--- src/rtl/bdlp_pkg.sv ---
// Shared constants and types for the button debouncer with long-press detection.
`timescale 1ns / 1ps

package bdlp_pkg;

  localparam int BUTTONS     = 3;
  localparam int COUNT_WIDTH = 16;
  localparam int FIELD_WIDTH = 3;
  localparam int LIMIT_WIDTH = 16;
  localparam int CFG_INDEX_W = 2;
  localparam int CFG_DATA_W  = 16;

  // Width used for comparing a counter against a limit
  localparam int CMP_W     = (COUNT_WIDTH > LIMIT_WIDTH) ? COUNT_WIDTH : LIMIT_WIDTH;
  // Lanes that have a bit in the fixed-width fields
  localparam int OUT_LANES = (BUTTONS < FIELD_WIDTH) ? BUTTONS : FIELD_WIDTH;

  typedef enum logic [CFG_INDEX_W-1:0] {
    REG_SCAN_ENABLE       = 2'd0,
    REG_DEBOUNCE_LIMIT    = 2'd1,
    REG_LONG_PRESS_LIMIT  = 2'd2,
    REG_LONG_PRESS_ENABLE = 2'd3
  } cfg_reg_t;

  typedef struct packed {
    logic                   scan_enable;
    logic [LIMIT_WIDTH-1:0] debounce_limit;
    logic [LIMIT_WIDTH-1:0] long_press_limit;
    logic                   long_press_enable;
  } cfg_t;

  // What one lane reports for the tick it is processing
  typedef struct packed {
    logic press;
    logic long_press;
    logic stable;
  } lane_result_t;

  function automatic logic [COUNT_WIDTH-1:0] count_up(input logic [COUNT_WIDTH-1:0] c);
    count_up = (c == {COUNT_WIDTH{1'b1}}) ? c : c + COUNT_WIDTH'(1);
  endfunction

  function automatic logic reached(input logic [COUNT_WIDTH-1:0] c,
                                   input logic [LIMIT_WIDTH-1:0] lim);
    reached = CMP_W'(c) >= CMP_W'(lim);
  endfunction

endpackage

--- src/rtl/bdlp_lane.sv ---
// Per-button debounce and long-press core.
`timescale 1ns / 1ps

module bdlp_lane (
  input  logic                  clk,
  input  logic                  rst,
  input  logic                  step,
  input  logic                  raw,
  input  bdlp_pkg::cfg_t        cfg,
  output bdlp_pkg::lane_result_t result
);

  logic                            stable;
  logic                            stable_next;
  logic [bdlp_pkg::COUNT_WIDTH-1:0] debounce_count;
  logic [bdlp_pkg::COUNT_WIDTH-1:0] debounce_count_next;
  logic [bdlp_pkg::COUNT_WIDTH-1:0] hold_count;
  logic [bdlp_pkg::COUNT_WIDTH-1:0] hold_count_next;
  logic                            long_fired;
  logic                            long_fired_next;
  logic                            press;
  logic                            long_press;
  logic [bdlp_pkg::COUNT_WIDTH-1:0] deb_inc;
  logic [bdlp_pkg::COUNT_WIDTH-1:0] hold_inc;

  assign deb_inc  = bdlp_pkg::count_up(debounce_count);
  assign hold_inc = bdlp_pkg::count_up(hold_count);

  always_comb begin
    stable_next         = stable;
    debounce_count_next = debounce_count;
    hold_count_next     = hold_count;
    long_fired_next     = long_fired;
    press               = 1'b0;
    long_press          = 1'b0;
    if (cfg.scan_enable) begin
      if (raw != stable) begin
        debounce_count_next = deb_inc;
        if (bdlp_pkg::reached(deb_inc, cfg.debounce_limit)) begin
          stable_next         = raw;
          debounce_count_next = '0;
          if (!raw) begin
            press = 1'b1;
          end else begin
            long_fired_next = 1'b0;
            hold_count_next = '0;
          end
        end
      end else begin
        debounce_count_next = '0;
      end
      // a release clears hold state and leaves stable_next high, so the
      // hold branch below never sees a cleared count in the same tick
      if (cfg.long_press_enable && !long_fired && !stable_next) begin
        hold_count_next = hold_inc;
        if (bdlp_pkg::reached(hold_inc, cfg.long_press_limit)) begin
          hold_count_next = '0;
          long_fired_next = 1'b1;
          long_press      = 1'b1;
        end
      end
    end
  end

  always_ff @(posedge clk) begin
    if (rst) begin
      stable         <= 1'b1;
      debounce_count <= '0;
      hold_count     <= '0;
      long_fired     <= 1'b0;
    end else if (step) begin
      stable         <= stable_next;
      debounce_count <= debounce_count_next;
      hold_count     <= hold_count_next;
      long_fired     <= long_fired_next;
    end
  end

  assign result.press      = press;
  assign result.long_press = long_press;
  assign result.stable     = stable_next;

endmodule

--- src/rtl/bdlp_merge.sv ---
// Gathers the lane results into the registered output transaction.
`timescale 1ns / 1ps

module bdlp_merge (
  input  logic                                clk,
  input  logic                                rst,
  input  logic                                step,
  input  bdlp_pkg::lane_result_t              lane_res [bdlp_pkg::BUTTONS],
  input  logic                                out_ready,
  output logic                                out_valid,
  output logic [bdlp_pkg::FIELD_WIDTH-1:0]    press_events,
  output logic [bdlp_pkg::FIELD_WIDTH-1:0]    long_press_events,
  output logic [bdlp_pkg::FIELD_WIDTH-1:0]    stable_levels
);

  logic [bdlp_pkg::FIELD_WIDTH-1:0] press_next;
  logic [bdlp_pkg::FIELD_WIDTH-1:0] long_next;
  logic [bdlp_pkg::FIELD_WIDTH-1:0] stable_next;

  for (genvar i = 0; i < bdlp_pkg::FIELD_WIDTH; i++) begin : g_bit
    if (i < bdlp_pkg::OUT_LANES) begin : g_lane
      assign press_next[i]  = lane_res[i].press;
      assign long_next[i]   = lane_res[i].long_press;
      assign stable_next[i] = lane_res[i].stable;
    end else begin : g_none
      assign press_next[i]  = 1'b0;
      assign long_next[i]   = 1'b0;
      assign stable_next[i] = 1'b0;
    end
  end

  always_ff @(posedge clk) begin
    if (rst) begin
      out_valid <= 1'b0;
    end else if (step) begin
      out_valid <= 1'b1;
    end else if (out_ready) begin
      out_valid <= 1'b0;
    end
  end

  always_ff @(posedge clk) begin
    if (step) begin
      press_events      <= press_next;
      long_press_events <= long_next;
      stable_levels     <= stable_next;
    end
  end

endmodule

--- src/rtl/button_debounce_long_press.sv ---
// Each accepted input transaction's result is registered in the output register.
// Throughput: one transaction per cycle; all button lanes update together each tick.
// The single output register is refilled in the cycle it is drained, so input stalls only
// while a result waits unaccepted. Synchronous active-high reset restores register defaults,
// sets every button released and armed with cleared counters, and empties the output.
`timescale 1ns / 1ps

module button_debounce_long_press (
  input  logic                               clk,
  input  logic                               rst,
  input  logic                               in_valid,
  output logic                               in_ready,
  input  logic [bdlp_pkg::FIELD_WIDTH-1:0]   pin_levels,
  output logic                               out_valid,
  input  logic                               out_ready,
  output logic [bdlp_pkg::FIELD_WIDTH-1:0]   press_events,
  output logic [bdlp_pkg::FIELD_WIDTH-1:0]   long_press_events,
  output logic [bdlp_pkg::FIELD_WIDTH-1:0]   stable_levels,
  input  logic                               cfg_valid,
  output logic                               cfg_ready,
  input  logic [bdlp_pkg::CFG_INDEX_W-1:0]   cfg_index,
  input  logic [bdlp_pkg::CFG_DATA_W-1:0]    cfg_data
);

  bdlp_pkg::cfg_t         cfg;
  bdlp_pkg::lane_result_t lane_res [bdlp_pkg::BUTTONS];
  logic                   step;

  assign cfg_ready = 1'b1;
  assign in_ready  = !out_valid || out_ready;
  assign step      = in_valid && in_ready;

  always_ff @(posedge clk) begin
    if (rst) begin
      cfg.scan_enable       <= 1'b0;
      cfg.debounce_limit    <= bdlp_pkg::LIMIT_WIDTH'(50);
      cfg.long_press_limit  <= bdlp_pkg::LIMIT_WIDTH'(100);
      cfg.long_press_enable <= 1'b1;
    end else if (cfg_valid && cfg_ready) begin
      unique case (bdlp_pkg::cfg_reg_t'(cfg_index))
        bdlp_pkg::REG_SCAN_ENABLE:       cfg.scan_enable       <= cfg_data[0];
        bdlp_pkg::REG_DEBOUNCE_LIMIT:    cfg.debounce_limit    <= cfg_data[bdlp_pkg::LIMIT_WIDTH-1:0];
        bdlp_pkg::REG_LONG_PRESS_LIMIT:  cfg.long_press_limit  <= cfg_data[bdlp_pkg::LIMIT_WIDTH-1:0];
        bdlp_pkg::REG_LONG_PRESS_ENABLE: cfg.long_press_enable <= cfg_data[0];
        default: ;
      endcase
    end
  end

  for (genvar i = 0; i < bdlp_pkg::BUTTONS; i++) begin : g_lane
    logic raw;
    // buttons with no input pin read as pressed
    if (i < bdlp_pkg::FIELD_WIDTH) begin : g_pin
      assign raw = pin_levels[i];
    end else begin : g_nopin
      assign raw = 1'b0;
    end

    bdlp_lane u_lane (
      .clk    (clk),
      .rst    (rst),
      .step   (step),
      .raw    (raw),
      .cfg    (cfg),
      .result (lane_res[i])
    );
  end

  bdlp_merge u_merge (
    .clk               (clk),
    .rst               (rst),
    .step              (step),
    .lane_res          (lane_res),
    .out_ready         (out_ready),
    .out_valid         (out_valid),
    .press_events      (press_events),
    .long_press_events (long_press_events),
    .stable_levels     (stable_levels)
  );

  // every accepted tick yields a result in the next cycle
  a_step_fills_output: assert property (@(posedge clk) disable iff (rst)
    step |=> out_valid)
    else $error("accepted transaction produced no result");

  // no events may come out of a tick taken with scanning off
  a_no_events_when_idle: assert property (@(posedge clk) disable iff (rst)
    (step && !cfg.scan_enable) |=> (press_events == '0 && long_press_events == '0))
    else $error("event reported while scanning disabled");

  // a press event always comes with the button reported as pressed
  a_press_means_low: assert property (@(posedge clk) disable iff (rst)
    out_valid |-> ((press_events & stable_levels) == '0))
    else $error("press event on a released button");

endmodule
--- config.mk ---
export PLATFORM = sky130hd
export DESIGN_NAME = button_debounce_long_press
export DESIGN_NICKNAME = d
export VERILOG_FILES = /design/src/rtl/bdlp_pkg.sv /design/src/rtl/bdlp_lane.sv /design/src/rtl/bdlp_merge.sv /design/src/rtl/button_debounce_long_press.sv
export SDC_FILE = /design/constraint.sdc
export NUM_CORES = 1
export LEC_CHECK = 0
export BUFFER_PORTS_ARGS = -buffer_cell sky130_fd_sc_hd__buf_2
export CAP_MARGIN = 20
export CORE_AREA = 4 4 166 168
export CTS_CLUSTER_DIAMETER = 30
export DETAILED_ROUTE_END_ITERATION = 10
export DIE_AREA = 0 0 170 172
export HOLD_SLACK_MARGIN = 0.15
export SYNTH_ARGS = -nofsm -noshare
export SYNTH_HDL_FRONTEND = slang
export SYNTH_SLANG_ARGS = --single-unit
--- constraint.sdc ---
create_clock -name clk -period 6.6 [get_ports clk]
set_input_delay 0.99 -clock clk [delete_from_list [all_inputs] [get_ports clk]]
set_output_delay 0.99 -clock clk [all_outputs]
set_load 0.01 [all_outputs]
After elaboration in Yosys (flattened, before gate mapping)
Cells that the tools add are included.
- input bits: 26
- register bits: 146
- equal/unequal tests: 12
- reduce and logical (&&, ||, !) cells: 40
- magnitude comparators: 6
- multiplexer cells: 62
- add/subtract/negate cells: 6
- operator list (kind ; count):
    two-way mux 16 bit ; 27
    adder 16 x 1 -> 16 bit (second input constant) ; 6
    equality test 16 bit (second input constant) ; 6
    >= comparator 16 bit ; 6
    two-way mux 1 bit ; 35
    nonzero test 2 bit ; 10
    AND reduction 2 bit ; 8
    AND reduction 5 bit ; 3
    AND reduction 3 bit ; 3
    logical AND 1 bit ; 7
    logical NOT 1 bit ; 7
    equality test 2 bit (second input constant) ; 2
    inequality test 1 bit ; 3
    equality test 2 x 1 -> 1 bit (second input constant) ; 1
    logical NOT 2 bit ; 1
    logical OR 1 bit ; 1

Longest topological paths before layout
- word-level depth: 10
- depth in mapped cells: 21
- gate-level depth less buffers: 17

Hierarchy
Synthesis repeated with hierarchy kept, for this count alone.
- cells, all modules: 1292
- area, all modules: 10528.8 sq um
- modules (own cells, without submodules) (module ; area each (sq um) ; seq. area each (sq um) ; instances ; cells each):
    bdlp_lane ; 2917.8 ; 680.7 ; 3 ; 379
    button_debounce_long_press ; 1466.4 ; 680.7 ; 1 ; 142
    bdlp_merge ; 309.0 ; 290.3 ; 1 ; 13

Least setup slack after synthesis
OpenSTA, ideal clock, no wires.
- path kind: reg2reg
- from: register g_lane[1].u_lane.debounce_count[4] in the netlist's numbering
- to: register g_lane[1].u_lane.debounce_count[10] in the netlist's numbering
- path buffers: 4
- arrival time: 4.021 ns
- stages on the path, launching flop included: 20
- slack: 2.488 ns
- clock period less this slack: 4.112 ns
- library setup time: 0.091 ns
- required time: 6.509 ns
- path through: dfxtp_1 buf_2 and4_1 and4_1 and2_1 clkbuf_1 and4_1 a31oi_1 nand3_1 xnor2_1 ha_1 a21oi_1 o21a_1 o221ai_1 or3_1 buf_2 nor3_2 buf_2 o21ai_0 a311oi_1
- cells in the longest elaborated chain, start to end: 5
- elaborated cells between the ends (all ways): 6
- classes of those cells: 1 x add/sub; 1 x order compare; 1 x eq/ne; 3 x mux
- ends and longest elaborated chain (what ; line ; text):
    start, declared ; bdlp_lane.sv:15 ; logic [bdlp_pkg::COUNT_WIDTH-1:0] debounce_count;
    start signal, assigned ; bdlp_lane.sv:73 ; debounce_count <= debounce_count_next;
    adder 16 x 1 -> 16 bit or equality test 16 bit (tied branches) ; bdlp_pkg.sv:40 ; count_up = (c == {COUNT_WIDTH{1'b1}}) ? c : c + COUNT_WIDTH'(1);
    two-way mux 16 bit * ; bdlp_pkg.sv:40 ;
    >= comparator 16 bit ; bdlp_pkg.sv:45 ; reached = CMP_W'(c) >= CMP_W'(lim);
    two-way mux 16 bit * ; bdlp_lane.sv:39 ; if (bdlp_pkg::reached(deb_inc, cfg.debounce_limit)) begin
    two-way mux 16 bit * ; bdlp_lane.sv:37 ; if (raw != stable) begin
Mark *: on every way between the ends. The rest lies on a longest branch, timed or not.
A chain may end at the register's enable or synchronous reset.

Final worst setup path
- from: register g_lane[1].u_lane.debounce_count[4] in the netlist's numbering
- to: register g_lane[1].u_lane.hold_count[5] in the netlist's numbering
- cells in the longest elaborated chain, start to end: 10
- elaborated cells between the ends (all ways): 14
- classes of those cells: 1 x add/sub; 1 x order compare; 1 x eq/ne; 5 x mux; 6 x reduce/logical
- ends and longest elaborated chain (what ; line ; text):
    adder 16 x 1 -> 16 bit or equality test 16 bit (tied branches) ; bdlp_pkg.sv:40 ;
    two-way mux 16 bit * ; bdlp_pkg.sv:40 ;
    >= comparator 16 bit * ; bdlp_pkg.sv:45 ;
    two-way mux 1 bit ; bdlp_lane.sv:39 ;
    two-way mux 1 bit ; bdlp_lane.sv:37 ;
    two-way mux 1 bit ; bdlp_lane.sv:36 ; if (cfg.scan_enable) begin
    logical NOT 1 bit ; bdlp_lane.sv:54 ; if (cfg.long_press_enable && !long_fired && !stable_next) begin
    logical AND 1 bit ; bdlp_lane.sv:54 ;
    nonzero test 2 bit (no line) ; - ;
    AND reduction 5 bit (no line) ; - ;
    end signal, assigned ; bdlp_lane.sv:74 ; hold_count <= hold_count_next;
    end, declared ; bdlp_lane.sv:17 ; logic [bdlp_pkg::COUNT_WIDTH-1:0] hold_count;
Mark *: on every way between the ends. The rest lies on a longest branch, timed or not. The select of a mux whose other input is x is not followed.

==> impl_metrics.env <==
export IMPL_worst_setup_path_end_kind="flop"
export IMPL_grt_first_pass_wirelength_um=43000
export IMPL_cts_root_buffer="clkbuf_16"
export IMPL_report_final_hold_viol_count=0
export IMPL_period_share=0.752
export IMPL_die_height_um=172
export IMPL_synthXorXnorAreaFrac=0.0519
export IMPL_r2r_start="g_lane[1].u_lane.debounce_count[4]$_SDFFE_PP0P_"
export IMPL_crit_required_ns=6.96
export IMPL_worst_slack_ns=1.64
export IMPL_drc=0
export IMPL_drive_gt1_frac=0.0936
export IMPL_maxCapViolCount=0
export IMPL_holdPathEnd="cfg[20]$_SDFFE_PP0P_"
export IMPL_finalMaxSlewViolations=0
export IMPL_worstPathCellList="and4_1 > and4_1 > and2_1 > and4_1 > a31oi_1 > nand3_1 > xnor2_1 > ha_1 > nand4_1 > or4_1 > nor3_1 > or3_1 > o2111ai_1 > nor2_1 > a21oi_1 > o21ai_0"
export IMPL_cts_max_level=4
export IMPL_slowest_stage="a31oi_1"
export IMPL_fmax_mhz=201
export IMPL_final_antenna_net_count=0
export IMPL_status="complete, no violations"
export IMPL_die_area_mm2=0.0292
export IMPL_synth_seq_cells=146
export IMPL_insertion_delay_ns=0.44
export IMPL_arrival_ns=5.33
export IMPL_holdPathStages=2
export IMPL_tightest_slew_ns=0.918
export IMPL_synth_compound_area_share=0.202
export IMPL_rows=59
export IMPL_r2r_end="g_lane[1].u_lane.hold_count[5]$_SDFFE_PP0P_"
export IMPL_fin_setup_tns_ns=0
export IMPL_power_static_leakage_uw=0.00445
export IMPL_routabilityCongestion=0.820
export IMPL_critPathLaunchType="flop"
export IMPL_dp_worst_setup_slack_ns=1.51
export IMPL_post_cts_buffers=0
export IMPL_synth_avg_cell_area_um2=8.04
export IMPL_worst_slew_margin_rel=0.388
export IMPL_avgRoutedWirePerCell_um=16.7
export IMPL_path_max_fanout=8
export IMPL_cts_hold_fix_buffers=0
export IMPL_grt_start_max_net_pins=81
export IMPL_cpPeakStageDelay_ns=0.50
export IMPL_viasPerCell=5.61
export IMPL_clkTransAtPathRegs_ns=0.06
export IMPL_io_pins=38
export IMPL_wl_um=26400
export IMPL_async_flop_share=0
export IMPL_fillers=2626
export IMPL_grt_ovfl_total=0
export IMPL_antenna_cells=0
export IMPL_synth_cell_types=64
export IMPL_cp_top_family="simple AND/OR/NAND/NOR gates"
export IMPL_area_growth_pct=11.7
export IMPL_io_buffers=36
export IMPL_yosys_area_share_simple=0.244
export IMPL_synth_adder_area_share=0.130
export IMPL_fin_crit_ns=4.96
export IMPL_ff2ff_path_depth=16
export IMPL_synth_top_family_by_area="simple AND/OR/NAND/NOR gates"
export IMPL_cts_tree="built"
export IMPL_cts_made_buffers=17
export IMPL_crit_top_cell="and4_1"
export IMPL_finClkSkew_ns=0.0120
export IMPL_antenna_found_initial=0
export IMPL_core_area_mm2=0.0259
export IMPL_p_per_area_mw_per_mm2=187
export IMPL_first_global_vias=8232
export IMPL_ys_flop_type="dfxtp_1"
export IMPL_crit_type="flop to flop"
export IMPL_syn_nets=1344
export IMPL_hold_start="cfg[20]$_SDFFE_PP0P_"
export IMPL_cts_max_path_buffers=2
export IMPL_dpl_hpwl_um=19400
export IMPL_drt_initial_drc_count=589
export IMPL_dr_total_vias=8897
export IMPL_hp_class="flop to flop"
export IMPL_peakVddDrop_uv=158
export IMPL_yosys_warnings=0
export IMPL_final_nets=1365
export IMPL_setup_violations_final=0
export IMPL_synth_area_mux_share=0.0200
export IMPL_grt_total_usage=0.184
export IMPL_cts_sinks=146
export IMPL_synth_edf_count=9
export IMPL_die_w_um=170
export IMPL_dr_pass1_iters=5
export IMPL_ctsResizeCount=0
export IMPL_grt_setup_unrepaired="no"
export IMPL_syn_area_mm2=0.00978
export IMPL_worst_path_buf_inv=0
export IMPL_synth_cells=1216
export IMPL_start_util=0.378
export IMPL_r2r_slack_ns=1.64
export IMPL_ys_seq_area_frac=0.308
[metrics by stage]
stage	cells	instance area (µm²)	utilization	total power [µW]	hold WS (ns)
after floorplan	1216	9780	-	996	0.436
after global placement	1550	10300	0.397	1040	0.441
after detailed placement	1551	10300	0.398	1040	0.447
after CTS	1583	10900	0.421	2060	0.455
after global routing	1585	10900	0.422	2110	0.470
final	1585	10900	0.422	2040	0.454
[layout by cell type, fill, tap and decap left out, types with 6 or more instances in the layout]
cell       synthesis  layout
nand2_1          168     168
a22oi_1           21      21
clkbuf_16          0      18
inv_1             56      56
o21a_1            16      16
nor2b_1           10      10
edfxtp_1           9       9
mux2i_1            6       6
or3_1              8       8
or4_1              6       6
ha_1             102     102
nand3_1           50      50
buf_2             12      37
nand4_1           30      30
and4_1            10      10
mux2_2            12      12
a31oi_1           18      18
o211ai_1           7       7
dfxtp_1          137     137
xnor2_1           43      43
and3_1            17      17
or2_2             10      10
xor2_1            15      15
a21o_1            16      16
buf_4              1      11
a22o_1            21      21
nor3_1            29      27
nand2b_1          18      18
a211oi_1           8       8
a21oi_1           95      95
a311oi_1          27      26
o21ai_0           42      42
nor2_1            97      97
and2_1            10      10
[power breakdown]
part,internal (µW),switching (µW),leakage [µW]
registers,900,6.32,0.00119
logic,37.4,78.7,0.00296
clock network,596,422,0.000305
[sequential cells by signal, indices dropped and copies added, names as in the netlist]
signal / cells
u_merge.out_valid: 1
cfg: 34
g_lane.u_lane.debounce_count: 48
g_lane.u_lane.long_fired: 3
u_merge.press_events: 3
u_merge.stable_levels: 3
g_lane.u_lane.stable: 3
u_merge.long_press_events: 3
g_lane.u_lane.hold_count: 48
[layout make-up]
cell class                      count  area, µm²  area share
Multi-Input combinational cell    966       6380       0.584
Clock inverter                     13        149      0.0136
Inverter                           56        210      0.0192
Sequential cell                   146       3010       0.276
Timing Repair Buffer               50        294      0.0269
Clock buffer                       19        464      0.0425
Tap cell                          335        419      0.0383
[synthesized netlist by cell type, types with 12 or more instances]
cell	instances	area share
nand2_1	168	0.064
dfxtp_1	137	0.28
ha_1	102	0.13
nor2_1	97	0.037
a21oi_1	95	0.049
inv_1	56	0.021
nand3_1	50	0.026
xnor2_1	43	0.039
o21ai_0	42	0.021
clkbuf_1	32	0.012
nand4_1	30	0.019
nor3_1	29	0.015
a311oi_1	27	0.024
a22o_1	21	0.019
a22oi_1	21	0.016
a31oi_1	18	0.012
nand2b_1	18	0.012
and3_1	17	0.011
a21o_1	16	0.012
o21a_1	16	0.012
xor2_1	15	0.013
buf_2	12	0.0061
mux2_2	12	0.014
[worst reg2reg max path, cell delays in order (launching register included)]
cell	delay (ns)
dfxtp_1	0.38
and4_1	0.23
and4_1	0.24
and2_1	0.23
and4_1	0.25
a31oi_1	0.50
nand3_1	0.20
xnor2_1	0.16
ha_1	0.30
nand4_1	0.13
or4_1	0.49
nor3_1	0.35
or3_1	0.35
o2111ai_1	0.33
nor2_1	0.50
a21oi_1	0.12
o21ai_0	0.14
[worst max path at each step]
stage | from | end | slack, ns | depth (start not counted)
2_1_floorplan | g_lane[1].u_lane.debounce_count[4]$_SDFFE_PP0P_ | g_lane[1].u_lane.debounce_count[10]$_SDFFE_PP0P_ | 2.49 | 19
3_3_place_gp | g_lane[2].u_lane.debounce_count[3]$_SDFFE_PP0P_ | g_lane[2].u_lane.hold_count[9]$_SDFFE_PP0P_ | 1.60 | 14
3_5_place_dp | g_lane[1].u_lane.debounce_count[4]$_SDFFE_PP0P_ | g_lane[1].u_lane.debounce_count[10]$_SDFFE_PP0P_ | 1.51 | 15
4_1_cts | g_lane[1].u_lane.debounce_count[7]$_SDFFE_PP0P_ | g_lane[1].u_lane.debounce_count[10]$_SDFFE_PP0P_ | 1.49 | 15
5_1_grt | g_lane[1].u_lane.debounce_count[4]$_SDFFE_PP0P_ | g_lane[1].u_lane.hold_count[2]$_SDFFE_PP0P_ | 1.19 | 16
6_report | g_lane[1].u_lane.debounce_count[4]$_SDFFE_PP0P_ | g_lane[1].u_lane.hold_count[5]$_SDFFE_PP0P_ | 1.64 | 16
[kinds of logic (layout without fill, tap and decap cells)]
family,count (synthesis),in the layout
and+or+nand+nor,488,488
AOI/OAI and AO/OA,299,299
DFF,146,146
buffers and inverters,104,138
adders and majority gates,102,102
xor gates and xnor gates,58,58
muxes,18,18
other,1,1
[per-layer routing]
layer,global-route usage,vias up,share of wire
li1,-,4480,-
met1,0.264,4221,0.49
met2,0.287,174,0.44
met3,0.0313,22,0.050
met4,0.0483,0,0.013
met5,0,-,0
Power figures use the tool's default switching activity.
